[src/hw/rtl/datapoint_tlv_parser_macros.svh]
// assertion macros for the datapoint tlv parser
// used by datapoint_tlv_parser.sv, no other dependencies
`ifndef DATAPOINT_TLV_PARSER_MACROS_SVH
`define DATAPOINT_TLV_PARSER_MACROS_SVH
`ifndef SYNTHESIS
// same-cycle implication under reset
`define DPTLV_ASSERT_IMP(label, clk, rst_n, ante, cons, msg) \
    label: assert property (@(posedge clk) disable iff (!rst_n) (ante) |-> (cons)) \
        else $error(msg);
// next-cycle implication under reset
`define DPTLV_ASSERT_NXT(label, clk, rst_n, ante, cons, msg) \
    label: assert property (@(posedge clk) disable iff (!rst_n) (ante) |=> (cons)) \
        else $error(msg);
`else
`define DPTLV_ASSERT_IMP(label, clk, rst_n, ante, cons, msg)
`define DPTLV_ASSERT_NXT(label, clk, rst_n, ante, cons, msg)
`endif
`endif

[src/hw/rtl/dptlv_pkg.sv]
// shared types, constants and phase codes for the datapoint tlv parser
// no dependencies
package dptlv_pkg;

    localparam int MAX_DP_LENGTH     = 256;
    localparam int MAX_MESSAGE_BYTES = 1023;
    localparam int LEN_W             = 10;
    localparam int PH_W              = 3;

    localparam logic [PH_W-1:0] PH_IDLE  = 3'd0;
    localparam logic [PH_W-1:0] PH_SKIP  = 3'd1;
    localparam logic [PH_W-1:0] PH_ID    = 3'd2;
    localparam logic [PH_W-1:0] PH_TYPE  = 3'd3;
    localparam logic [PH_W-1:0] PH_LENHI = 3'd4;
    localparam logic [PH_W-1:0] PH_LENLO = 3'd5;
    localparam logic [PH_W-1:0] PH_DATA  = 3'd6;
    localparam logic [PH_W-1:0] PH_DROP  = 3'd7;

    typedef struct packed {
        logic [7:0]       data_byte;
        logic             first_byte;
        logic [LEN_W-1:0] message_length;
        logic             status_report;
    } item_t;

    typedef struct packed {
        logic [7:0]       dp_id;
        logic [7:0]       dp_type;
        logic [LEN_W-1:0] dp_length;
        logic [31:0]      dp_value;
        logic             bad_length;
    } result_t;

endpackage

[src/hw/rtl/dptlv_out_reg.sv]
// result register: holds one datapoint until the receiver takes it
// depends on dptlv_pkg
module dptlv_out_reg
    import dptlv_pkg::*;
(
    input  logic    clk,
    input  logic    rst_n,
    input  logic    load,
    input  logic    emit,
    input  result_t res_in,
    input  logic    ready,
    output logic    valid,
    output result_t res_out
);

    logic    valid_reg;
    logic    valid_next;
    result_t res_reg;

    always_comb
    begin
        if (load)
        begin
            valid_next = emit;
        end
        else if (ready)
        begin
            valid_next = 1'b0;
        end
        else
        begin
            valid_next = valid_reg;
        end
    end

    always_ff @(posedge clk or negedge rst_n)
    begin
        if (!rst_n)
        begin
            valid_reg <= 1'b0;
        end
        else
        begin
            valid_reg <= valid_next;
        end
    end

    always_ff @(posedge clk)
    begin
        if (load && emit)
        begin
            res_reg <= res_in;
        end
    end

    assign valid   = valid_reg;
    assign res_out = res_reg;

endmodule

[config.mk]
export PLATFORM = sky130hd
export DESIGN_NAME = dptlv_out_reg
export DESIGN_NICKNAME = d
export VERILOG_FILES = /design/src/hw/rtl/datapoint_tlv_parser_macros.svh /design/src/hw/rtl/dptlv_pkg.sv /design/src/hw/rtl/dptlv_out_reg.sv
export SDC_FILE = /design/constraint.sdc
export NUM_CORES = 1
export LEC_CHECK = 0
export ABC_AREA = 1
export BUFFER_PORTS_ARGS = -buffer_cell sky130_fd_sc_hd__buf_2
export CORE_AREA = 5 5 92 94
export CTS_CLUSTER_SIZE = 25
export DETAILED_ROUTE_END_ITERATION = 7
export DIE_AREA = 0 0 97 99
export PLACE_DENSITY = 0.56
export SYNTH_ARGS = -nofsm -noshare
export SYNTH_HDL_FRONTEND = slang
export SYNTH_SLANG_ARGS = --single-unit
[constraint.sdc]
create_clock -name clk -period 1.4 [get_ports clk]
set_input_delay 0.21 -clock clk [delete_from_list [all_inputs] [get_ports clk]]
set_output_delay 0.21 -clock clk [all_outputs]
set_load 0.005 [all_outputs]
==> metrics.csv <==
stage,metric,value,unit
sta,Slew Limit Headroom,0.884,
route,Via density,3.73,
clocking,CTS tree,done,
global_routing,first-pass GRT wire length,6380,microns
sta,Final setup viols,0,
sta,fmax,0.957,GHz
power,sw frac,0.204,
clocking,CTS clock-pin slew for the worst setup and hold paths,60,ps
critical_path,CP max FO,1,
logic_synthesis,"Distinct cells, synth",5,
critical_path,CP Buf/Inv Count,1,
finish,Util after Layout,0.367,
power,Pint,2850,uW
floorplan,I/O Pins,124,
route,via count,1149,
power,pwr/cell area,1290,nW/um^2
logic_synthesis,Post-Syn Area per Cell,27.9,sq um
global_routing,gr ovfl total,0,
logic_synthesis,syn nets,129,
power,leakage power total,0.00116,uW
finish,area of the multi-input gates,31.3,sq um
critical_path,Setup crit end kind,output port,
route,metal2 WL,1870,microns
placed_design,placed inst area,2620,sq um
floorplan,Die Y,99,microns
power,VDD IR-drop max,0.473,mV
min_path,hold path depth,1,
placed_design,Cells after DPL,292,
route,drt total wl,4260,microns
sta,final critical-path share of the clock period,0.746,
route,ANT nets after route,0,
run,Max-cap violations,0,
sta,Setup Total Neg Slack,0,ps
logic_synthesis,largest area contributor in the netlist,edfxtp_1,
route,Max Used Layer,met5,
floorplan,core box area,7570,sq um
sta,Max Slew Vio Count,0,
route,DR WL met3,680,microns
route,Iter 0 DRT Violations,37,
finish,share of layout cells above drive strength 1,0.673,
route,Wirelength per Cell,13.8,microns
clocking,Clock Sinks,60,
logic_synthesis,Yosys reg bits,60,
critical_path,"slowest stage delay, CP",370,ps
critical_path,cells on worst reg2reg path,2,
sta,minimum clock period,1040,ps
global_routing,gr usage total,0.0898,
sta,unrepaired setup endpoints after global routing,no,
critical_path,critical path depth,1,
clocking,maximum clock path buffer count,2,
logic_synthesis,Synth Instances,65,
floorplan,row count,32,
placed_design,gpl congestion,0.690,
placed_design,PortBufs,123,
critical_path,crit start category,register,
floorplan,initial core utilization,0.240,
finish,fillcell total,756,
power,Switch Pwr,732,uW
floorplan,DIE AREA,9600,sq um
critical_path,family with the most delay on the worst path,flip-flops,
finish,area grow syn2layout,52.9,%
critical_path,CP Data Required Time,1190,ps
clocking,Root Buffer,clkbuf_8,
clocking,post-CTS sizing,0,
sta,"Hold Vio Cnt, Final",0,
status,status,"finished, final reports clean",
global_routing,maximum number of pins on one net before global-route repair,34,
power,power share of the combinational group,0.077,
logic_synthesis,"top cells by area, synth","edfxtp_1 (98%), dfrtp_1 (1.4%), nand2_1 (0.62%), inv_1 (0.21%), nor2_1 (0.21%)",
floorplan,Die X,97,microns
critical_path,crit path kind,register to output port,
logic_synthesis,top cell type's share of synthesized area,0.976,
route,drt first pass iters,4,
critical_path,worst path arrival time,830,ps
finish,"non-filler cells, final",308,
logic_synthesis,sequential area share after synthesis,0.990,
global_routing,vias in the first global route,1203,
clocking,Worst-Skew Late Latency,320,ps
clocking,H-tree depth,3,
route,# DRC,0,
logic_synthesis,synth warn,0,
sta,slew of the pin with the lowest slew margin,173,ps
finish,"most common cell after layout, fill and taps aside",buf_2,
power,Clock power frac,0.328,
critical_path,"Slowest-stage cell, CP",edfxtp_1,
finish,Final Cell Area,2780,sq um
critical_path,"Cell Chain, Critical Path",buf_2,
finish,Total Nets Final,266,
route,M1 WL,1620,microns
sta,Setup Skew,0,ps
power,Reg power frac,0.595,
logic_synthesis,Mapped Area,1820,sq um
clocking,Inserted Clock Buffers,9,
global_routing,initial antenna violation count,5,
finish,Largest register FFs,59,
min_path,HP Class,primary input to register,
finish,Sequential Area,1800,sq um
finish,"commonest non-fill, non-tap cells in the layout","buf_2 (123), edfxtp_1 (59), clkbuf_8 (9)",
[synth_stat cells]
cell and number:
edfxtp_1 59, nand2_1 3, dfrtp_1 1, inv_1 1, nor2_1 1
[cell families after synthesis]
group,count (synthesis),synth area share
simple gates,4,0.00827
flops,60,0.990
buf+inv,1,0.00207
[worst paths after layout]
kind | from | end | slack, ps
worst max-delay path | res_out[57] | res_out[57] | 360
worst min-delay path | res_in[18] | res_out[18] | 60
worst max register to register | valid | valid | 810
worst min register to register | valid | valid | 480
max in group asynchronous | rst_n | valid | 1140
min in group asynchronous | rst_n | valid | 180
[per-layer routing]
metal | vias up | global-route usage
li1 | 530 | -
met1 | 521 | 0.0900
met2 | 80 | 0.126
met3 | 10 | 0.0842
met4 | 8 | 0.0421
met5 | - | 0
[power groups by stage]
| stage | Combinational [uW] | Clock [uW] | Sequential, uW |
|---|---|---|---|
| after floorplan | 29.6 | 0 | 2200 |
| after global placement | 278 | 0 | 2170 |
| after CTS | 285 | 1250 | 2140 |
| after detailed placement | 283 | 0 | 2170 |
| after global routing | 306 | 1350 | 2140 |
| final | 276 | 1180 | 2130 |
[through the flow]
step / worst slack, ps / power [uW] / hold WS, ps
2_1_floorplan: -81.6 / 2220 / -85.6
3_3_place_gp: 358 / 2450 / -12.1
3_5_place_dp: 352 / 2460 / -14.6
4_1_cts: 319 / 3670 / 31.1
5_1_grt: 294 / 3790 / 21.1
6_report: 356 / 3580 / 57.7
[final cells by class]
class,instances,share of cell area
Antenna cell,1,0.000901
Clock buffer,9,0.0446
Clock inverter,5,0.00766
Inverter,1,0.00270
Multi-Input combinational cell,4,0.0113
Sequential cell,60,0.647
Tap cell,102,0.0460
Timing Repair Buffer,126,0.240
[repair_timing]
action | 4_1_cts | 5_1_grt
buffers inserted | 0 | 0
hold buffers | 1 | 0
hold endpoints to repair | 1 | 0
Power figures use the tool's default switching activity.
