$ cat src/hw/rtl/datapoint_tlv_parser_macros.svh
// assertion macros for the datapoint tlv parser
// used by datapoint_tlv_parser.sv, no other dependencies
`ifndef DATAPOINT_TLV_PARSER_MACROS_SVH
`define DATAPOINT_TLV_PARSER_MACROS_SVH
`ifndef SYNTHESIS
// same-cycle implication under reset
`define DPTLV_ASSERT_IMP(label, clk, rst_n, ante, cons, msg) \
    label: assert property (@(posedge clk) disable iff (!rst_n) (ante) |-> (cons)) \
        else $error(msg);
// next-cycle implication under reset
`define DPTLV_ASSERT_NXT(label, clk, rst_n, ante, cons, msg) \
    label: assert property (@(posedge clk) disable iff (!rst_n) (ante) |=> (cons)) \
        else $error(msg);
`else
`define DPTLV_ASSERT_IMP(label, clk, rst_n, ante, cons, msg)
`define DPTLV_ASSERT_NXT(label, clk, rst_n, ante, cons, msg)
`endif
`endif

$ cat src/hw/rtl/dptlv_pkg.sv
// shared types, constants and phase codes for the datapoint tlv parser
// no dependencies
package dptlv_pkg;

    localparam int MAX_DP_LENGTH     = 256;
    localparam int MAX_MESSAGE_BYTES = 1023;
    localparam int LEN_W             = 10;
    localparam int PH_W              = 3;

    localparam logic [PH_W-1:0] PH_IDLE  = 3'd0;
    localparam logic [PH_W-1:0] PH_SKIP  = 3'd1;
    localparam logic [PH_W-1:0] PH_ID    = 3'd2;
    localparam logic [PH_W-1:0] PH_TYPE  = 3'd3;
    localparam logic [PH_W-1:0] PH_LENHI = 3'd4;
    localparam logic [PH_W-1:0] PH_LENLO = 3'd5;
    localparam logic [PH_W-1:0] PH_DATA  = 3'd6;
    localparam logic [PH_W-1:0] PH_DROP  = 3'd7;

    typedef struct packed {
        logic [7:0]       data_byte;
        logic             first_byte;
        logic [LEN_W-1:0] message_length;
        logic             status_report;
    } item_t;

    typedef struct packed {
        logic [7:0]       dp_id;
        logic [7:0]       dp_type;
        logic [LEN_W-1:0] dp_length;
        logic [31:0]      dp_value;
        logic             bad_length;
    } result_t;

endpackage

$ cat src/hw/rtl/dptlv_parse.sv
// per-byte parse state machine: header fields, length checks, value capture
// depends on dptlv_pkg
module dptlv_parse
    import dptlv_pkg::*;
(
    input  logic    clk,
    input  logic    rst_n,
    input  logic    step,
    input  item_t   item,
    output logic    emit,
    output result_t res
);

    logic [PH_W-1:0]  phase_reg,  phase_next;
    logic [LEN_W-1:0] pos_reg,    pos_next;
    logic [LEN_W-1:0] total_reg,  total_next;
    logic [LEN_W-1:0] remain_reg, remain_next;
    logic [7:0]       id_reg,     id_next;
    logic [7:0]       type_reg,   type_next;
    logic [LEN_W-1:0] hlen_reg,   hlen_next;
    logic [31:0]      acc_reg,    acc_next;
    logic [2:0]       taken_reg,  taken_next;

    logic [PH_W-1:0]  ph;
    logic [LEN_W-1:0] pos;
    logic [LEN_W-1:0] len_s;
    logic [15:0]      full;
    logic [LEN_W-1:0] left;
    logic             inc;

    always_comb
    begin
        phase_next  = phase_reg;
        total_next  = total_reg;
        remain_next = remain_reg;
        id_next     = id_reg;
        type_next   = type_reg;
        hlen_next   = hlen_reg;
        acc_next    = acc_reg;
        taken_next  = taken_reg;
        ph          = phase_reg;
        pos         = pos_reg;
        inc         = 1'b1;
        emit        = 1'b0;
        res         = '0;
        res.dp_id   = id_reg;
        res.dp_type = type_reg;
        full        = {hlen_reg[7:0], item.data_byte};

        // new message restarts length, position, counters, value and phase
        len_s = (32'(item.message_length) > MAX_MESSAGE_BYTES)
                ? LEN_W'(MAX_MESSAGE_BYTES) : item.message_length;
        if (item.first_byte)
        begin
            total_next  = len_s;
            pos         = '0;
            remain_next = '0;
            acc_next    = '0;
            taken_next  = '0;
            ph          = (item.status_report && len_s > LEN_W'(2)) ? PH_SKIP : PH_ID;
        end
        phase_next = ph;
        left       = total_next - pos - LEN_W'(1);

        case (ph)
            PH_SKIP:
            begin
                if (pos != '0)
                begin
                    phase_next = PH_ID;
                end
            end
            PH_ID:
            begin
                if ({1'b0, pos} + 11'd4 > {1'b0, total_next})
                begin
                    // truncated header, rest of message ignored
                    phase_next = PH_DROP;
                    inc        = 1'b0;
                end
                else
                begin
                    id_next    = item.data_byte;
                    phase_next = PH_TYPE;
                end
            end
            PH_TYPE:
            begin
                type_next  = item.data_byte;
                phase_next = PH_LENHI;
            end
            PH_LENHI:
            begin
                hlen_next  = {2'b00, item.data_byte};
                phase_next = PH_LENLO;
            end
            PH_LENLO:
            begin
                if (full > 16'(MAX_DP_LENGTH) || full > {6'b0, left})
                begin
                    emit           = 1'b1;
                    res.dp_length  = (full > 16'(MAX_MESSAGE_BYTES))
                                     ? LEN_W'(MAX_MESSAGE_BYTES) : full[LEN_W-1:0];
                    res.bad_length = 1'b1;
                    phase_next     = PH_DROP;
                    inc            = 1'b0;
                end
                else
                begin
                    hlen_next   = full[LEN_W-1:0];
                    acc_next    = '0;
                    taken_next  = '0;
                    remain_next = full[LEN_W-1:0];
                    if (full == 16'd0)
                    begin
                        emit       = 1'b1;
                        phase_next = PH_ID;
                    end
                    else
                    begin
                        phase_next = PH_DATA;
                    end
                end
            end
            PH_DATA:
            begin
                if (taken_next < 3'd4)
                begin
                    acc_next   = {acc_next[23:0], item.data_byte};
                    taken_next = taken_next + 3'd1;
                end
                if (remain_next != '0)
                begin
                    remain_next = remain_next - LEN_W'(1);
                end
                if (remain_next == '0)
                begin
                    emit          = 1'b1;
                    res.dp_length = hlen_reg;
                    res.dp_value  = acc_next;
                    phase_next    = PH_ID;
                end
            end
            default:
            begin
                // idle or dropping: byte ignored
                inc = 1'b0;
            end
        endcase

        pos_next = inc ? pos + LEN_W'(1) : pos;
    end

    always_ff @(posedge clk or negedge rst_n)
    begin
        if (!rst_n)
        begin
            phase_reg  <= PH_IDLE;
            pos_reg    <= '0;
            total_reg  <= '0;
            remain_reg <= '0;
            id_reg     <= '0;
            type_reg   <= '0;
            hlen_reg   <= '0;
            acc_reg    <= '0;
            taken_reg  <= '0;
        end
        else if (step)
        begin
            phase_reg  <= phase_next;
            pos_reg    <= pos_next;
            total_reg  <= total_next;
            remain_reg <= remain_next;
            id_reg     <= id_next;
            type_reg   <= type_next;
            hlen_reg   <= hlen_next;
            acc_reg    <= acc_next;
            taken_reg  <= taken_next;
        end
    end

endmodule

$ cat config.mk
export PLATFORM = sky130hd
export DESIGN_NAME = dptlv_parse
export DESIGN_NICKNAME = d
export VERILOG_FILES = /design/src/hw/rtl/datapoint_tlv_parser_macros.svh /design/src/hw/rtl/dptlv_pkg.sv /design/src/hw/rtl/dptlv_parse.sv
export SDC_FILE = /design/constraint.sdc
export NUM_CORES = 1
export LEC_CHECK = 0
export BUFFER_PORTS_ARGS = -buffer_cell sky130_fd_sc_hd__buf_2
export CAP_MARGIN = 20
export CORE_MARGIN = 2
export CORE_UTILIZATION = 50
export DETAILED_ROUTE_END_ITERATION = 12
export GPL_ROUTABILITY_DRIVEN = 0
export PLACE_DENSITY = 0.7
export SLEW_MARGIN = 20
export SYNTH_ARGS = -nofsm -noshare
export SYNTH_HDL_FRONTEND = slang
export SYNTH_SLANG_ARGS = --single-unit
$ cat constraint.sdc
create_clock -name clk -period 7.08 [get_ports clk]
set_input_delay 0.354 -clock clk [delete_from_list [all_inputs] [get_ports clk]]
set_output_delay 0.354 -clock clk [all_outputs]
set_load 0.01 [all_outputs]
==> results.cfg <==
[clocking]
cts_hold_buf = 0
cts.sinks = 94
cts-resized-gates = 0
cts_tree = built
clkSlewWorstSetupHoldPaths_ps = 70
cts_buffer_depth = 2
clockRootBuffer = clkbuf_16
cts-buffers-inserted = 9
postCtsSetupRepairBufs = 0
cts_max_level = 3
clk_latency_ps = 360

[sta]
tightest_slew_ps = 1047
fin_crit_sh = 0.7436
finalMaxSlewViolations = 0
setup_viol = 0
finClkSkew_ps = 7.548
fmax_ghz = 0.1899
final.setup.tns_ps = 0
rsz0062_at_grt = false
max_slew_margin = 0.2964
min_period_ps = 5265
hold_viol = 14
hold_slack_ps = -5.900

[global_route]
grt_pass1_wl_microns = 25560
antenna_found_initial = 0
overflow = 0
grt_max_degree = 53
grt_pass1_vias = 4992
grt.total_usage = 0.2386

[logic_synthesis]
yosysWarningCount = 0
synth_top_area_frac = 0.3707
synth_seq_area_share = 0.3707
synth_most_common_cell = dfrtp_1
muxShareOfSynthArea = 0.1187
yosys.area.top_type = dfrtp_1
synth_top_family_by_area = compound AO/OA/AOI/OAI gates
synth_commonest_cells = 94 x dfrtp_1, 59 x nand2_1, 53 x nor2_1
synth-simple-area-share = 0.1727
synth_cell_types = 60
async_reset_ff_frac = 1.000
syn_inst = 669
synth_edf_count = 0
synth_fp_nets = 726
ys_top_cells_by_area = dfrtp_1 37%, ha_1 6.5%, a22o_1 6.3%
synth-compound-area-share = 0.1889
syn_area_per_cell_sq_um = 9.484
yosys.area_share.adder = 0.06823
netlist_area_sq_um = 6345
ys.flop_type = dfrtp_1
ys_ff_latch = 94
synth_xor_xnor_area_share = 0.02899

[pwr]
combPwrFrac = 0.368
vdd_drop_max_mv = 0.2078
p_int_w = 0.001203
power_density_nw_per_um2 = 272.8
p_switching_w = 0.0007428
clkPwrFrac = 0.250
netSwitchingFraction = 0.3817
pwr-share-seq = 0.382
leakage_nw = 3.233

[worst_setup_path]
reg2reg_from = pos_reg[1]
worst_setup_path_start_kind = input port
worstPathMaxFanout = 42
critPathArrivalTime_ps = 4910
crit_path_end_kind = primary output
reg2reg_depth = 20
worstSetupPathType = input port to primary output
reg2reg_slack_ps = 2410
r2r_end = pos_reg[4]
required_ps = 6730

[placed_design]
place_area_sq_um = 6842
place_hpwl_microns = 11010
port_buffers = 82
dp_cells = 892

[floorplanning]
die_x_microns = 116.7
initial_core_util = 0.5069
core-area_sq_um = 12520
ioPinCount = 83
dieHeight_microns = 116.7
die_area_sq_um = 13610
rows = 41

[cells_and_area]
synthToLayoutAreaGrowth_pct = 12.42
fin_cells = 908
final_layout_size_suffix_gt1_frac = 0.2323
n_antenna_cell = 0
largest_reg_flops = 32
finish.net_count = 788
final_area_sq_um = 7133

[run_status]
violations = negative hold slack
outcome = finished with violations

[worst_hold_path]
hp-class = input port to async pin

[route]
first_pass_iters = 5
vias_per_cell = 5.964
postRouteAntennaNets = 0
wl_microns = 15880
drt_iter0_markers = 589
vias = 5415
route.detailed.drc = 0
wl_per_cell_microns = 17.49

[job]
maxCapViolCount = 0
[layout make-up]
type	instances	area [sq um]
repair buffers	89	465.4
clock inverters	6	51.30
well taps	172	215.2
fillers	1168	5384
flip-flops and latches	94	2352
inverters	37	138.9
clock buffers	10	239.0
multi-input cells	500	3671
[power by group through the flow]
| stage | Sequential (W) | Clock [W] | Combinational, W |
|---|---|---|---|
| after floorplan | 0.000731 | 0 | 0.000514 |
| after global placement | 0.000742 | 0 | 0.000690 |
| after detailed placement | 0.000749 | 0 | 0.000708 |
| after CTS | 0.000740 | 0.000498 | 0.000714 |
| after global routing | 0.000756 | 0.000518 | 0.000799 |
| final | 0.000743 | 0.000486 | 0.000716 |
[how the worst max path moves through the flow]
stage,end,from,cells after the start,slack (ps)
floorplan,res[36],item[11],22,1760
global placement,pos_reg[4],item[11],20,1860
detailed placement,pos_reg[4],item[11],20,1740
CTS,res[33],item[11],21,1860
global route,res[39],item[11],21,1380
finish,res[33],item[11],21,1820
[layout by cell type (no fill, tap or decap), types with 3 or more instances in the layout]
| cell | netlist | routed |
|---|---|---|
| a32o_1 | 6 | 6 |
| ha_1 | 33 | 33 |
| xnor2_1 | 14 | 14 |
| nand3b_1 | 4 | 4 |
| nor2b_1 | 13 | 13 |
| or4_1 | 3 | 3 |
| nand2b_1 | 6 | 6 |
| buf_2 | 1 | 81 |
| xor2_1 | 7 | 7 |
| nand2_1 | 59 | 59 |
| dfrtp_1 | 94 | 94 |
| nor3b_1 | 4 | 3 |
| o211ai_1 | 5 | 5 |
| a21oi_2 | 8 | 8 |
| buf_4 | 0 | 8 |
| or3_1 | 4 | 4 |
| a211oi_1 | 3 | 3 |
| mux2_2 | 34 | 34 |
| nand4_1 | 5 | 5 |
| inv_6 | 0 | 4 |
| nor2_4 | 10 | 10 |
| inv_1 | 37 | 37 |
| clkbuf_16 | 0 | 9 |
| nand3_1 | 18 | 18 |
| nor2_1 | 53 | 53 |
| a21oi_1 | 25 | 25 |
| o22ai_1 | 5 | 5 |
| o31ai_1 | 5 | 5 |
| mux2i_1 | 37 | 37 |
| o22ai_2 | 7 | 7 |
| nor3_1 | 12 | 12 |
| o21ai_0 | 25 | 25 |
| nor4_1 | 13 | 13 |
| a22o_1 | 46 | 46 |
| o21a_1 | 3 | 3 |
[cells by family (layout without fill, tap and decap cells)]
| group | after synthesis | count (layout) |
|---|---|---|
| DFF | 94 | 94 |
| AOI/OAI and AO/OA | 160 | 160 |
| xor gates and xnor gates | 21 | 21 |
| and+or+nand+nor | 214 | 214 |
| adders and majority gates | 34 | 34 |
| muxes | 71 | 71 |
| buffers and inverters | 75 | 142 |
[metal layers]
metal | vias to the layer above | part of all wire | track usage
met1 | 2634 | 0.45 | 0.3318
met5 | - | 0 | 0
met2 | 198 | 0.48 | 0.3837
li1 | 2558 | - | -
met4 | 0 | 0.015 | 0.07608
met3 | 25 | 0.055 | 0.03840
[critical path, cell delays in order]
cell and delay, ps:
buf_2 620, inv_1 150, nand2_1 190, inv_1 90, ha_1 310, a21oi_1 140, nor2_1 50, nor2_1 140
o21ai_0 110, a21oi_1 280, o2111ai_1 160, a21oi_1 190, xnor2_1 140, ha_1 280, a211o_1 300, a211oi_1 300
a21oi_1 160, nor2b_1 300, or2_2 330, o22ai_2 110, buf_2 170
[metrics by stage]
step	power, W	setup slack (ps)	utilization
floorplan	0.001245	1763	-
global placement	0.001433	1860	0.5462
detailed placement	0.001457	1739	0.5466
CTS	0.001952	1857	0.5698
global route	0.002073	1378	0.5699
finish	0.001946	1815	0.5699
Power figures use the tool's default switching activity.
