`config.mk`:
```
export PLATFORM = sky130hd
export DESIGN_NAME = dptlv_in_reg
export DESIGN_NICKNAME = d
export VERILOG_FILES = /design/src/hw/rtl/datapoint_tlv_parser_macros.svh /design/src/hw/rtl/dptlv_pkg.sv /design/src/hw/rtl/dptlv_in_reg.sv
export SDC_FILE = /design/constraint.sdc
export NUM_CORES = 1
export LEC_CHECK = 0
export ABC_CLOCK_PERIOD_IN_PS = 800
export BUFFER_PORTS_ARGS = -buffer_cell sky130_fd_sc_hd__buf_2
export CAP_MARGIN = 20
export CORE_MARGIN = 5
export CORE_UTILIZATION = 34
export DETAILED_ROUTE_END_ITERATION = 10
export GPL_TIMING_DRIVEN = 0
export PLACE_DENSITY_LB_ADDON = 0.08
export SLEW_MARGIN = 25
export SYNTH_ARGS = -nofsm -noshare
export SYNTH_HDL_FRONTEND = slang
export SYNTH_SLANG_ARGS = --single-unit
```
`constraint.sdc`:
```
create_clock -name clk -period 0.8 [get_ports clk]
set_input_delay 0.16 -clock clk [delete_from_list [all_inputs] [get_ports clk]]
set_output_delay 0.16 -clock clk [all_outputs]
set_load 0.02 [all_outputs]
```
`src/hw/rtl/datapoint_tlv_parser_macros.svh`:
```
// assertion macros for the datapoint tlv parser
// used by datapoint_tlv_parser.sv, no other dependencies
`ifndef DATAPOINT_TLV_PARSER_MACROS_SVH
`define DATAPOINT_TLV_PARSER_MACROS_SVH
`ifndef SYNTHESIS
// same-cycle implication under reset
`define DPTLV_ASSERT_IMP(label, clk, rst_n, ante, cons, msg) \
    label: assert property (@(posedge clk) disable iff (!rst_n) (ante) |-> (cons)) \
        else $error(msg);
// next-cycle implication under reset
`define DPTLV_ASSERT_NXT(label, clk, rst_n, ante, cons, msg) \
    label: assert property (@(posedge clk) disable iff (!rst_n) (ante) |=> (cons)) \
        else $error(msg);
`else
`define DPTLV_ASSERT_IMP(label, clk, rst_n, ante, cons, msg)
`define DPTLV_ASSERT_NXT(label, clk, rst_n, ante, cons, msg)
`endif
`endif

```
`src/hw/rtl/dptlv_pkg.sv`:
```
// shared types, constants and phase codes for the datapoint tlv parser
// no dependencies
package dptlv_pkg;

    localparam int MAX_DP_LENGTH     = 256;
    localparam int MAX_MESSAGE_BYTES = 1023;
    localparam int LEN_W             = 10;
    localparam int PH_W              = 3;

    localparam logic [PH_W-1:0] PH_IDLE  = 3'd0;
    localparam logic [PH_W-1:0] PH_SKIP  = 3'd1;
    localparam logic [PH_W-1:0] PH_ID    = 3'd2;
    localparam logic [PH_W-1:0] PH_TYPE  = 3'd3;
    localparam logic [PH_W-1:0] PH_LENHI = 3'd4;
    localparam logic [PH_W-1:0] PH_LENLO = 3'd5;
    localparam logic [PH_W-1:0] PH_DATA  = 3'd6;
    localparam logic [PH_W-1:0] PH_DROP  = 3'd7;

    typedef struct packed {
        logic [7:0]       data_byte;
        logic             first_byte;
        logic [LEN_W-1:0] message_length;
        logic             status_report;
    } item_t;

    typedef struct packed {
        logic [7:0]       dp_id;
        logic [7:0]       dp_type;
        logic [LEN_W-1:0] dp_length;
        logic [31:0]      dp_value;
        logic             bad_length;
    } result_t;

endpackage

```
`src/hw/rtl/dptlv_in_reg.sv`:
```
// input register stage: holds one accepted word until the parser takes it
// depends on dptlv_pkg
module dptlv_in_reg
    import dptlv_pkg::*;
(
    input  logic  clk,
    input  logic  rst_n,
    input  logic  load,
    input  item_t item_in,
    input  logic  take,
    output logic  valid,
    output item_t item_out
);

    logic  valid_reg;
    logic  valid_next;
    item_t item_reg;

    assign valid_next = load | (valid_reg & ~take);

    always_ff @(posedge clk or negedge rst_n)
    begin
        if (!rst_n)
        begin
            valid_reg <= 1'b0;
        end
        else
        begin
            valid_reg <= valid_next;
        end
    end

    always_ff @(posedge clk)
    begin
        if (load)
        begin
            item_reg <= item_in;
        end
    end

    assign valid    = valid_reg;
    assign item_out = item_reg;

endmodule

```
==> results of run 1 <==
==> repair_timing <==
action | in CTS | in global routing
setup endpoints to repair | 21 | 21
hold buffers | 1 | 4
resized for setup | 2 | 16
hold endpoints to repair | 1 | 4
buffers inserted | 0 | 1
==> cells in the final DEF (no fill, tap or decap) <==
cell type,Yosys,layout
sky130_fd_sc_hd__buf_4,0,1
sky130_fd_sc_hd__buf_2,0,35
sky130_fd_sc_hd__clkbuf_4,0,3
sky130_fd_sc_hd__clkinv_2,0,1
sky130_fd_sc_hd__inv_1,1,1
sky130_fd_sc_hd__dlygate4sd3_1,0,5
sky130_fd_sc_hd__edfxtp_1,20,20
sky130_fd_sc_hd__a21o_1,1,1
sky130_fd_sc_hd__dfrtp_1,1,1
sky130_fd_sc_hd__buf_6,0,9
==> through the flow <==
stage	cell area [sq um]	power [uW]
finish	1030	2130
global route	1030	2250
CTS	932	2110
detailed placement	888	1610
global placement	888	1610
floorplan	637	1460
==> worst paths after layout <==
path                            slack [ns]                      to  depth (start not counted)                    from
worst max-delay path                 -0.21            item_out[10]                          1  item_out[10]$_DFFE_PP_
worst max register to register        0.03         valid$_DFF_PN0_                          2         valid$_DFF_PN0_
worst min-delay path                  0.03  item_out[10]$_DFFE_PP_                          1             item_in[10]
max in group asynchronous             0.58         valid$_DFF_PN0_                          2                   rst_n
worst min register to register        0.60         valid$_DFF_PN0_                          2         valid$_DFF_PN0_
min in group asynchronous             0.14         valid$_DFF_PN0_                          2                   rst_n
==> routing by layer <==
metal,GRT usage [%],wire length [microns],vias to the layer above
met2,14.5,679,25
met5,0,0,-
met1,8.09,391,192
li1,-,-,196
met4,6.38,15,0
met3,4.23,125,2
==> area by class of cell <==
class	count	area [sq um]	share of cell area [%]
Multi-Input combinational cell	1	7.51	0.729
Clock inverter	1	5.00	0.486
Tap cell	25	31.3	3.04
Clock buffer	3	22.5	2.19
Sequential cell	21	626	60.8
Timing Repair Buffer	50	334	32.4
Inverter	1	3.75	0.365
==> where the power goes <==
part           internal, uW  switching, uW  total [uW]
sequential             1300           25.4        1320
combinational           155            172         328
clock                   186            295         481
==> cells by family (layout without fill, tap and decap cells) <==
group,after synthesis,after routing,synth area share (%)
DFF,21,21,98.2
AOI/OAI and AO/OA,1,1,1.18
buffers and inverters,1,55,0.589
==> flow_summary.html, run 1 <==
<table>
<tr><th>Metric</th><th>Value</th></tr>
<tr><th colspan="2">Run status</th></tr>
<tr><td>Outcome</td><td>finished, violations left</td></tr>
<tr><td>Failing checks</td><td>setup timing</td></tr>
<tr><th colspan="2">Cells and area</th></tr>
<tr><td>Post-Layout Cell Count</td><td>102</td></tr>
<tr><td>Share of the core filled with cells in the final layout</td><td>59.0%</td></tr>
<tr><td>Number of flip-flops in the largest register</td><td>20</td></tr>
<tr><td>Fillcell total</td><td>143</td></tr>
<tr><td>Area growth from synthesis to layout</td><td>61.7%</td></tr>
<tr><td>Post-layout nets</td><td>102</td></tr>
<tr><td>Fraction of final layout cells sized beyond drive strength 1</td><td>63.6%</td></tr>
<tr><td>Count of antenna diodes in the layout</td><td>0</td></tr>
<tr><th colspan="2">Global route</th></tr>
<tr><td>Maximum number of pins on one net before global-route repair</td><td>22</td></tr>
<tr><td>Number of global-route vias before repair</td><td>377</td></tr>
<tr><td>GRT Util Overall</td><td>8.70%</td></tr>
<tr><td>Initial antenna violation count</td><td>0</td></tr>
<tr><td>Wire length of the first global-routing pass</td><td>1590 microns</td></tr>
<tr><td>Overflow left after global routing</td><td>0</td></tr>
<tr><th colspan="2">Logic synthesis</th></tr>
<tr><td>Most common cell in the netlist</td><td>sky130_fd_sc_hd__edfxtp_1</td></tr>
<tr><td>Number of enable flip-flop cells after synthesis</td><td>20</td></tr>
<tr><td>Synth warnings</td><td>0</td></tr>
<tr><td>Synthesis-stage register bit count</td><td>21</td></tr>
<tr><td>Mapped Avg Cell Area</td><td>27.7 sq um</td></tr>
<tr><td>Share of the synthesized area in the top cell type</td><td>94.3%</td></tr>
<tr><td>Post-synth ARST share</td><td>4.76%</td></tr>
<tr><td>Top post-synthesis cells by count</td><td>20 x sky130_fd_sc_hd__edfxtp_1, 1 x sky130_fd_sc_hd__a21o_1, 1 x sky130_fd_sc_hd__dfrtp_1, 1 x sky130_fd_sc_hd__inv_1</td></tr>
<tr><td>Post-Syn Area</td><td>637 sq um</td></tr>
<tr><td>Top cell type by total area after synthesis</td><td>sky130_fd_sc_hd__edfxtp_1</td></tr>
<tr><td>Most common flop cell mapped by yosys</td><td>sky130_fd_sc_hd__edfxtp_1</td></tr>
<tr><td>Post-synthesis sequential area ratio</td><td>98.2%</td></tr>
<tr><td>Unique cell type count in the Yosys netlist</td><td>4</td></tr>
<tr><td>Number of nets produced by synthesis</td><td>47</td></tr>
<tr><td>Cell count after synthesis</td><td>23</td></tr>
<tr><td>Main area contributors after synthesis</td><td>sky130_fd_sc_hd__edfxtp_1 94%, sky130_fd_sc_hd__dfrtp_1 3.9%, sky130_fd_sc_hd__a21o_1 1.2%</td></tr>
<tr><th colspan="2">Setup path</th></tr>
<tr><td>CP Class</td><td>reg -&gt; out</td></tr>
<tr><td>Critical-path cell with the highest stage delay</td><td>sky130_fd_sc_hd__edfxtp_1</td></tr>
<tr><td>Number of buffer and inverter instances along the worst setup path</td><td>1</td></tr>
<tr><td>Cells traversed along the worst timing path</td><td>buf_6</td></tr>
<tr><td>Worst Path Max Fanout</td><td>1</td></tr>
<tr><td>Type of element launching the critical path</td><td>register</td></tr>
<tr><td>Arr. time, crit path</td><td>0.85 ns</td></tr>
<tr><td>Longest individual stage delay on the worst path</td><td>0.40 ns</td></tr>
<tr><td>Worst EP required</td><td>roughly 0.64 ns</td></tr>
<tr><td>Sort of element at the end of the critical path</td><td>output port</td></tr>
<tr><td>Family of cells with the greatest summed delay on the critical path</td><td>flip-flops</td></tr>
<tr><th colspan="2">Drt</th></tr>
<tr><td>Via count</td><td>415</td></tr>
<tr><td>Routed length per instance</td><td>~12 microns</td></tr>
<tr><td>Count of unresolved DRC violations after routing</td><td>0</td></tr>
<tr><td>Starting DRC count in detailed routing</td><td>5</td></tr>
<tr><td>Antenna-violating nets left</td><td>0</td></tr>
<tr><td>Total wire length</td><td>approximately 1200 microns</td></tr>
<tr><td>Vias per Instance</td><td>4.07</td></tr>
<tr><td>Number of detailed-route iterations in the first pass</td><td>2</td></tr>
<tr><th colspan="2">Timing</th></tr>
<tr><td>Period minus WS final</td><td>between 1 and 1.5 ns</td></tr>
<tr><td>Hold Violations, Final</td><td>0</td></tr>
<tr><td>Pins over their slew limit</td><td>0</td></tr>
<tr><td>Setup slack of the critical path after layout</td><td>-0.205 ns</td></tr>
<tr><td>Top achievable clock speed</td><td>about 1000 MHz</td></tr>
<tr><td>Share of the clock period used by the worst path after layout</td><td>126%</td></tr>
<tr><td>Final setup violating endpoints</td><td>21</td></tr>
<tr><td>Clock skew</td><td>0 ns</td></tr>
<tr><td>Tightest Pin Transition</td><td>about 0.43 ns</td></tr>
<tr><td>Setup TNS</td><td>-3.97 ns</td></tr>
<tr><td>RSZ-0062 raised after global routing</td><td>yes</td></tr>
<tr><td>Final-layout worst hold slack</td><td>0.0315 ns</td></tr>
<tr><td>Worst slew slack as a fraction of its limit</td><td>71.1%</td></tr>
<tr><th colspan="2">CTS</th></tr>
<tr><td>Clock slew at reported path FFs</td><td>about 0.11 ns</td></tr>
<tr><td>Worst skew pair latency</td><td>0.29 ns</td></tr>
<tr><td>Total CTS buffers</td><td>3</td></tr>
<tr><td>Clk sink count</td><td>21</td></tr>
<tr><td>Clock tree from TritonCTS</td><td>yes</td></tr>
<tr><td>Master cell of the clock root buffer</td><td>sky130_fd_sc_hd__clkbuf_4</td></tr>
<tr><td>Maximum count of clock buffers along a single path</td><td>2</td></tr>
<tr><td># H-tree levels</td><td>1</td></tr>
<tr><th colspan="2">Placement</th></tr>
<tr><td>Count of buffers inserted at the top-level ports</td><td>44</td></tr>
<tr><td>Gpl congestion</td><td>between 0.6 and 0.7</td></tr>
<tr><td>Worst slack at placement</td><td>-0.112 ns</td></tr>
<tr><td>Dpl cells</td><td>a little over 90</td></tr>
<tr><th colspan="2">Power</th></tr>
<tr><td>Max IR drop VDD</td><td>0.00135 V</td></tr>
<tr><td>Power per unit of standard cell area</td><td>just over 2000 mW/mm^2</td></tr>
<tr><td>Leakage component of the power</td><td>0.000453 uW</td></tr>
<tr><th colspan="2">Floorplan</th></tr>
<tr><td>Floorplan Core Area</td><td>0.00175 sq mm</td></tr>
<tr><td>Die footprint</td><td>0.00284 sq mm</td></tr>
<tr><td>Chip Height</td><td>53.3 microns</td></tr>
<tr><td>Number of primary I/O pins</td><td>45</td></tr>
<tr><td>Number of cell rows</td><td>15</td></tr>
<tr><td>Starting Density</td><td>a little over a third</td></tr>
<tr><td>Die Wd</td><td>53.3 microns</td></tr>
<tr><th colspan="2">Run</th></tr>
<tr><td>Max-capacitance violation count</td><td>0</td></tr>
<tr><th colspan="2">Min path</th></tr>
<tr><td>Min-Delay Path Class</td><td>in -&gt; reg</td></tr>
</table>
Note: power is estimated with default switching activity, not from simulation.
==> inputs of run 2 (changes only) <==
- BUFFER_PORTS_ARGS: -buffer_cell sky130_fd_sc_hd__buf_2 -> -buffer_cell sky130_fd_sc_hd__buf_4
- CORE_UTILIZATION: 34 -> 37
- CTS_BUF_LIST: not set -> sky130_fd_sc_hd__clkbuf_8
==> run 2 against run 1 <==
  * The flow still finishes with violations (setup timing)
  * Clock power increased by 37%
  * Global-route usage increased by 0.79 points
  * Critical endpoint is now item_out[11]
  * Sequential power barely moved
  * Hold slack gained 0.048 ns
==> flow_summary.html, run 2 (synthesized netlist as in run 1, its figures left out) <==
<table>
<tr><th>Metric</th><th>Value</th></tr>
<tr><th colspan="2">Drt</th></tr>
<tr><td>Number of detailed-route iterations in the first pass</td><td>2</td></tr>
<tr><td>Routed length per instance</td><td>~13 microns</td></tr>
<tr><td>Total wire length</td><td>1180 microns</td></tr>
<tr><td>Via count</td><td>396</td></tr>
<tr><td>Starting DRC count in detailed routing</td><td>4</td></tr>
<tr><td>Count of unresolved DRC violations after routing</td><td>0</td></tr>
<tr><td>Vias per Instance</td><td>4.40</td></tr>
<tr><td>Antenna-violating nets left</td><td>0</td></tr>
<tr><th colspan="2">Setup path</th></tr>
<tr><td>Sort of element at the end of the critical path</td><td>output port</td></tr>
<tr><td>Arr. time, crit path</td><td>0.79 ns</td></tr>
<tr><td>Critical-path cell with the highest stage delay</td><td>sky130_fd_sc_hd__edfxtp_1</td></tr>
<tr><td>Worst Path Max Fanout</td><td>1</td></tr>
<tr><td>CP Class</td><td>reg -&gt; out</td></tr>
<tr><td>Cells traversed along the worst timing path</td><td>buf_6</td></tr>
<tr><td>Type of element launching the critical path</td><td>register</td></tr>
<tr><td>Longest individual stage delay on the worst path</td><td>slightly below 0.4 ns</td></tr>
<tr><td>Family of cells with the greatest summed delay on the critical path</td><td>flip-flops</td></tr>
<tr><td>Worst EP required</td><td>about 0.64 ns</td></tr>
<tr><td>Number of buffer and inverter instances along the worst setup path</td><td>1</td></tr>
<tr><th colspan="2">CTS</th></tr>
<tr><td>Maximum count of clock buffers along a single path</td><td>2</td></tr>
<tr><td>Total CTS buffers</td><td>3</td></tr>
<tr><td>Master cell of the clock root buffer</td><td>sky130_fd_sc_hd__clkbuf_8</td></tr>
<tr><td>Clock slew at reported path FFs</td><td>around 0.070 ns</td></tr>
<tr><td>Worst skew pair latency</td><td>approximately 0.25 ns</td></tr>
<tr><td>Clock tree from TritonCTS</td><td>yes</td></tr>
<tr><td>Clk sink count</td><td>21</td></tr>
<tr><td># H-tree levels</td><td>1</td></tr>
<tr><th colspan="2">Min path</th></tr>
<tr><td>Min-Delay Path Class</td><td>in -&gt; reg</td></tr>
<tr><th colspan="2">Floorplan</th></tr>
<tr><td>Floorplan Core Area</td><td>around 0.0017 sq mm</td></tr>
<tr><td>Number of cell rows</td><td>15</td></tr>
<tr><td>Chip Height</td><td>51.5 microns</td></tr>
<tr><td>Die Wd</td><td>51.5 microns</td></tr>
<tr><td>Starting Density</td><td>37.7%</td></tr>
<tr><td>Number of primary I/O pins</td><td>45</td></tr>
<tr><td>Die footprint</td><td>0.00265 sq mm</td></tr>
<tr><th colspan="2">Cells and area</th></tr>
<tr><td>Leading cell type in the layout, fill and taps excluded</td><td>sky130_fd_sc_hd__buf_4</td></tr>
<tr><td>Area growth from synthesis to layout</td><td>78.2%</td></tr>
<tr><td>Post-Layout Cell Count</td><td>90</td></tr>
<tr><td>Fraction of final layout cells sized beyond drive strength 1</td><td>67.1%</td></tr>
<tr><td>Count of antenna diodes in the layout</td><td>0</td></tr>
<tr><td>Post-layout nets</td><td>98</td></tr>
<tr><td>Most frequent cells in the layout</td><td>23 x sky130_fd_sc_hd__buf_4, 22 x sky130_fd_sc_hd__buf_6, 20 x sky130_fd_sc_hd__edfxtp_1</td></tr>
<tr><td>Number of flip-flops in the largest register</td><td>20</td></tr>
<tr><td>Post-route design area</td><td>0.00113 sq mm</td></tr>
<tr><th colspan="2">Placement</th></tr>
<tr><td>Gpl congestion</td><td>between 0.6 and 0.7</td></tr>
<tr><td>Dpl cells</td><td>between 80 and 90</td></tr>
<tr><td>Post-placement cell area</td><td>988 sq um</td></tr>
<tr><td>Count of buffers inserted at the top-level ports</td><td>44</td></tr>
<tr><th colspan="2">Global route</th></tr>
<tr><td>Maximum number of pins on one net before global-route repair</td><td>22</td></tr>
<tr><td>Met2 Resource Use GR</td><td>17.2%</td></tr>
<tr><td>GR Layer Usage met1</td><td>9.32%</td></tr>
<tr><td>Number of global-route vias before repair</td><td>408</td></tr>
<tr><td>Busiest grt layer</td><td>met2</td></tr>
<tr><td>Overflow left after global routing</td><td>0</td></tr>
<tr><td>Initial antenna violation count</td><td>0</td></tr>
<tr><td>GRT Util Overall</td><td>9.49%</td></tr>
<tr><td>Routing usage on met3</td><td>3.21%</td></tr>
<tr><td>Wire length of the first global-routing pass</td><td>between 1500 and 2000 microns</td></tr>
<tr><th colspan="2">Timing</th></tr>
<tr><td>Top achievable clock speed</td><td>1050 MHz</td></tr>
<tr><td>RSZ-0062 raised after global routing</td><td>yes</td></tr>
<tr><td>Final setup violating endpoints</td><td>21</td></tr>
<tr><td>Share of the clock period used by the worst path after layout</td><td>119%</td></tr>
<tr><td>Setup slack of the critical path after layout</td><td>-0.150 ns</td></tr>
<tr><td>Period minus WS final</td><td>0.950 ns</td></tr>
<tr><td>Tightest Pin Transition</td><td>0.244 ns</td></tr>
<tr><td>Clock skew</td><td>0 ns</td></tr>
<tr><td>Hold Violations, Final</td><td>0</td></tr>
<tr><td>Worst slew slack as a fraction of its limit</td><td>83.7%</td></tr>
<tr><td>Pins over their slew limit</td><td>0</td></tr>
<tr><td>Setup TNS</td><td>-2.87 ns</td></tr>
<tr><td>Final-layout worst hold slack</td><td>0.0797 ns</td></tr>
<tr><th colspan="2">Run status</th></tr>
<tr><td>Failing checks</td><td>setup timing</td></tr>
<tr><td>Outcome</td><td>finished, violations left</td></tr>
<tr><th colspan="2">Power</th></tr>
<tr><td>Power per unit of standard cell area</td><td>2110 mW/mm^2</td></tr>
<tr><td>Total power consumption of the routed design</td><td>2400 uW</td></tr>
<tr><td>Max IR drop VDD</td><td>0.00126 V</td></tr>
<tr><td>Leakage component of the power</td><td>~0.00049 uW</td></tr>
<tr><th colspan="2">Run</th></tr>
<tr><td>Max-capacitance violation count</td><td>0</td></tr>
</table>
## run 2: cell types whose count changed in the layout (fill, tap and decap cells not counted)
cell	before	now
sky130_fd_sc_hd__buf_2	35	0
sky130_fd_sc_hd__buf_4	1	23
sky130_fd_sc_hd__buf_6	9	22
sky130_fd_sc_hd__dlygate4sd3_1	5	1
sky130_fd_sc_hd__clkbuf_4	3	0
sky130_fd_sc_hd__clkbuf_8	0	3
## run 2: power by group
| part | total (uW) | internal, uW | leakage [uW] | switching, uW |
|---|---|---|---|---|
| Clock | 661 | 346 | 0.0000255 | 315 |
| Sequential | 1340 | 1300 | 0.000207 | 37.1 |
| Combinational | 401 | 230 | 0.000259 | 171 |
| Total | 2400 | 1880 | 0.000491 | 523 |
## run 2: routing by layer
| layer | routed length (microns) | part of all wire, % | vias to the layer above |
|---|---|---|---|
| met2 | 686 | 58 | 23 |
| met3 | 104 | 8.8 | 0 |
| met4 | 0 | 0 | 0 |
| li1 | - | - | 189 |
| met5 | 0 | 0 | - |
| met1 | 392 | 33 | 184 |
## run 2: metrics by stage
step,setup slack (ns),utilization (%)
finish,-0.150,67.2
global route,-0.191,67.2
CTS,-0.160,66.5
detailed placement,0.0570,58.5
global placement,0.0609,58.5
floorplan,0.0798,-
## run 2: what timing repair did
action                                 in CTS  in global routing
buffers inserted                            1                  1
pin swaps                                   0                  1
hold buffers                                1                  0
cloned                                      0                  0
setup endpoints to repair                  21                 22
resized for setup                          19                  3
endpoints found under the hold margin       1                  0
## run 2: layout make-up
type | instances | area [sq um]
inverters | 1 | 3.75
multi-input cells | 1 | 7.51
repair buffers | 46 | 430
flip-flops and latches | 21 | 626
fillers | 128 | 554
well taps | 17 | 21.3
clock buffers | 3 | 41.3
clock inverters | 1 | 5.00
## run 2: path summary, 6_finish.rpt
check,from,endpoint,slack (ns),cells after the start
worst min-delay path,item_in[15],item_out[15]$_DFFE_PP_,0.08,1
worst min register to register,valid$_DFF_PN0_,valid$_DFF_PN0_,0.60,2
max in group asynchronous,rst_n,valid$_DFF_PN0_,0.50,2
min in group asynchronous,rst_n,valid$_DFF_PN0_,0.22,2
worst max-delay path,item_out[11]$_DFFE_PP_,item_out[11],-0.15,1
worst max register to register,valid$_DFF_PN0_,valid$_DFF_PN0_,0.02,2
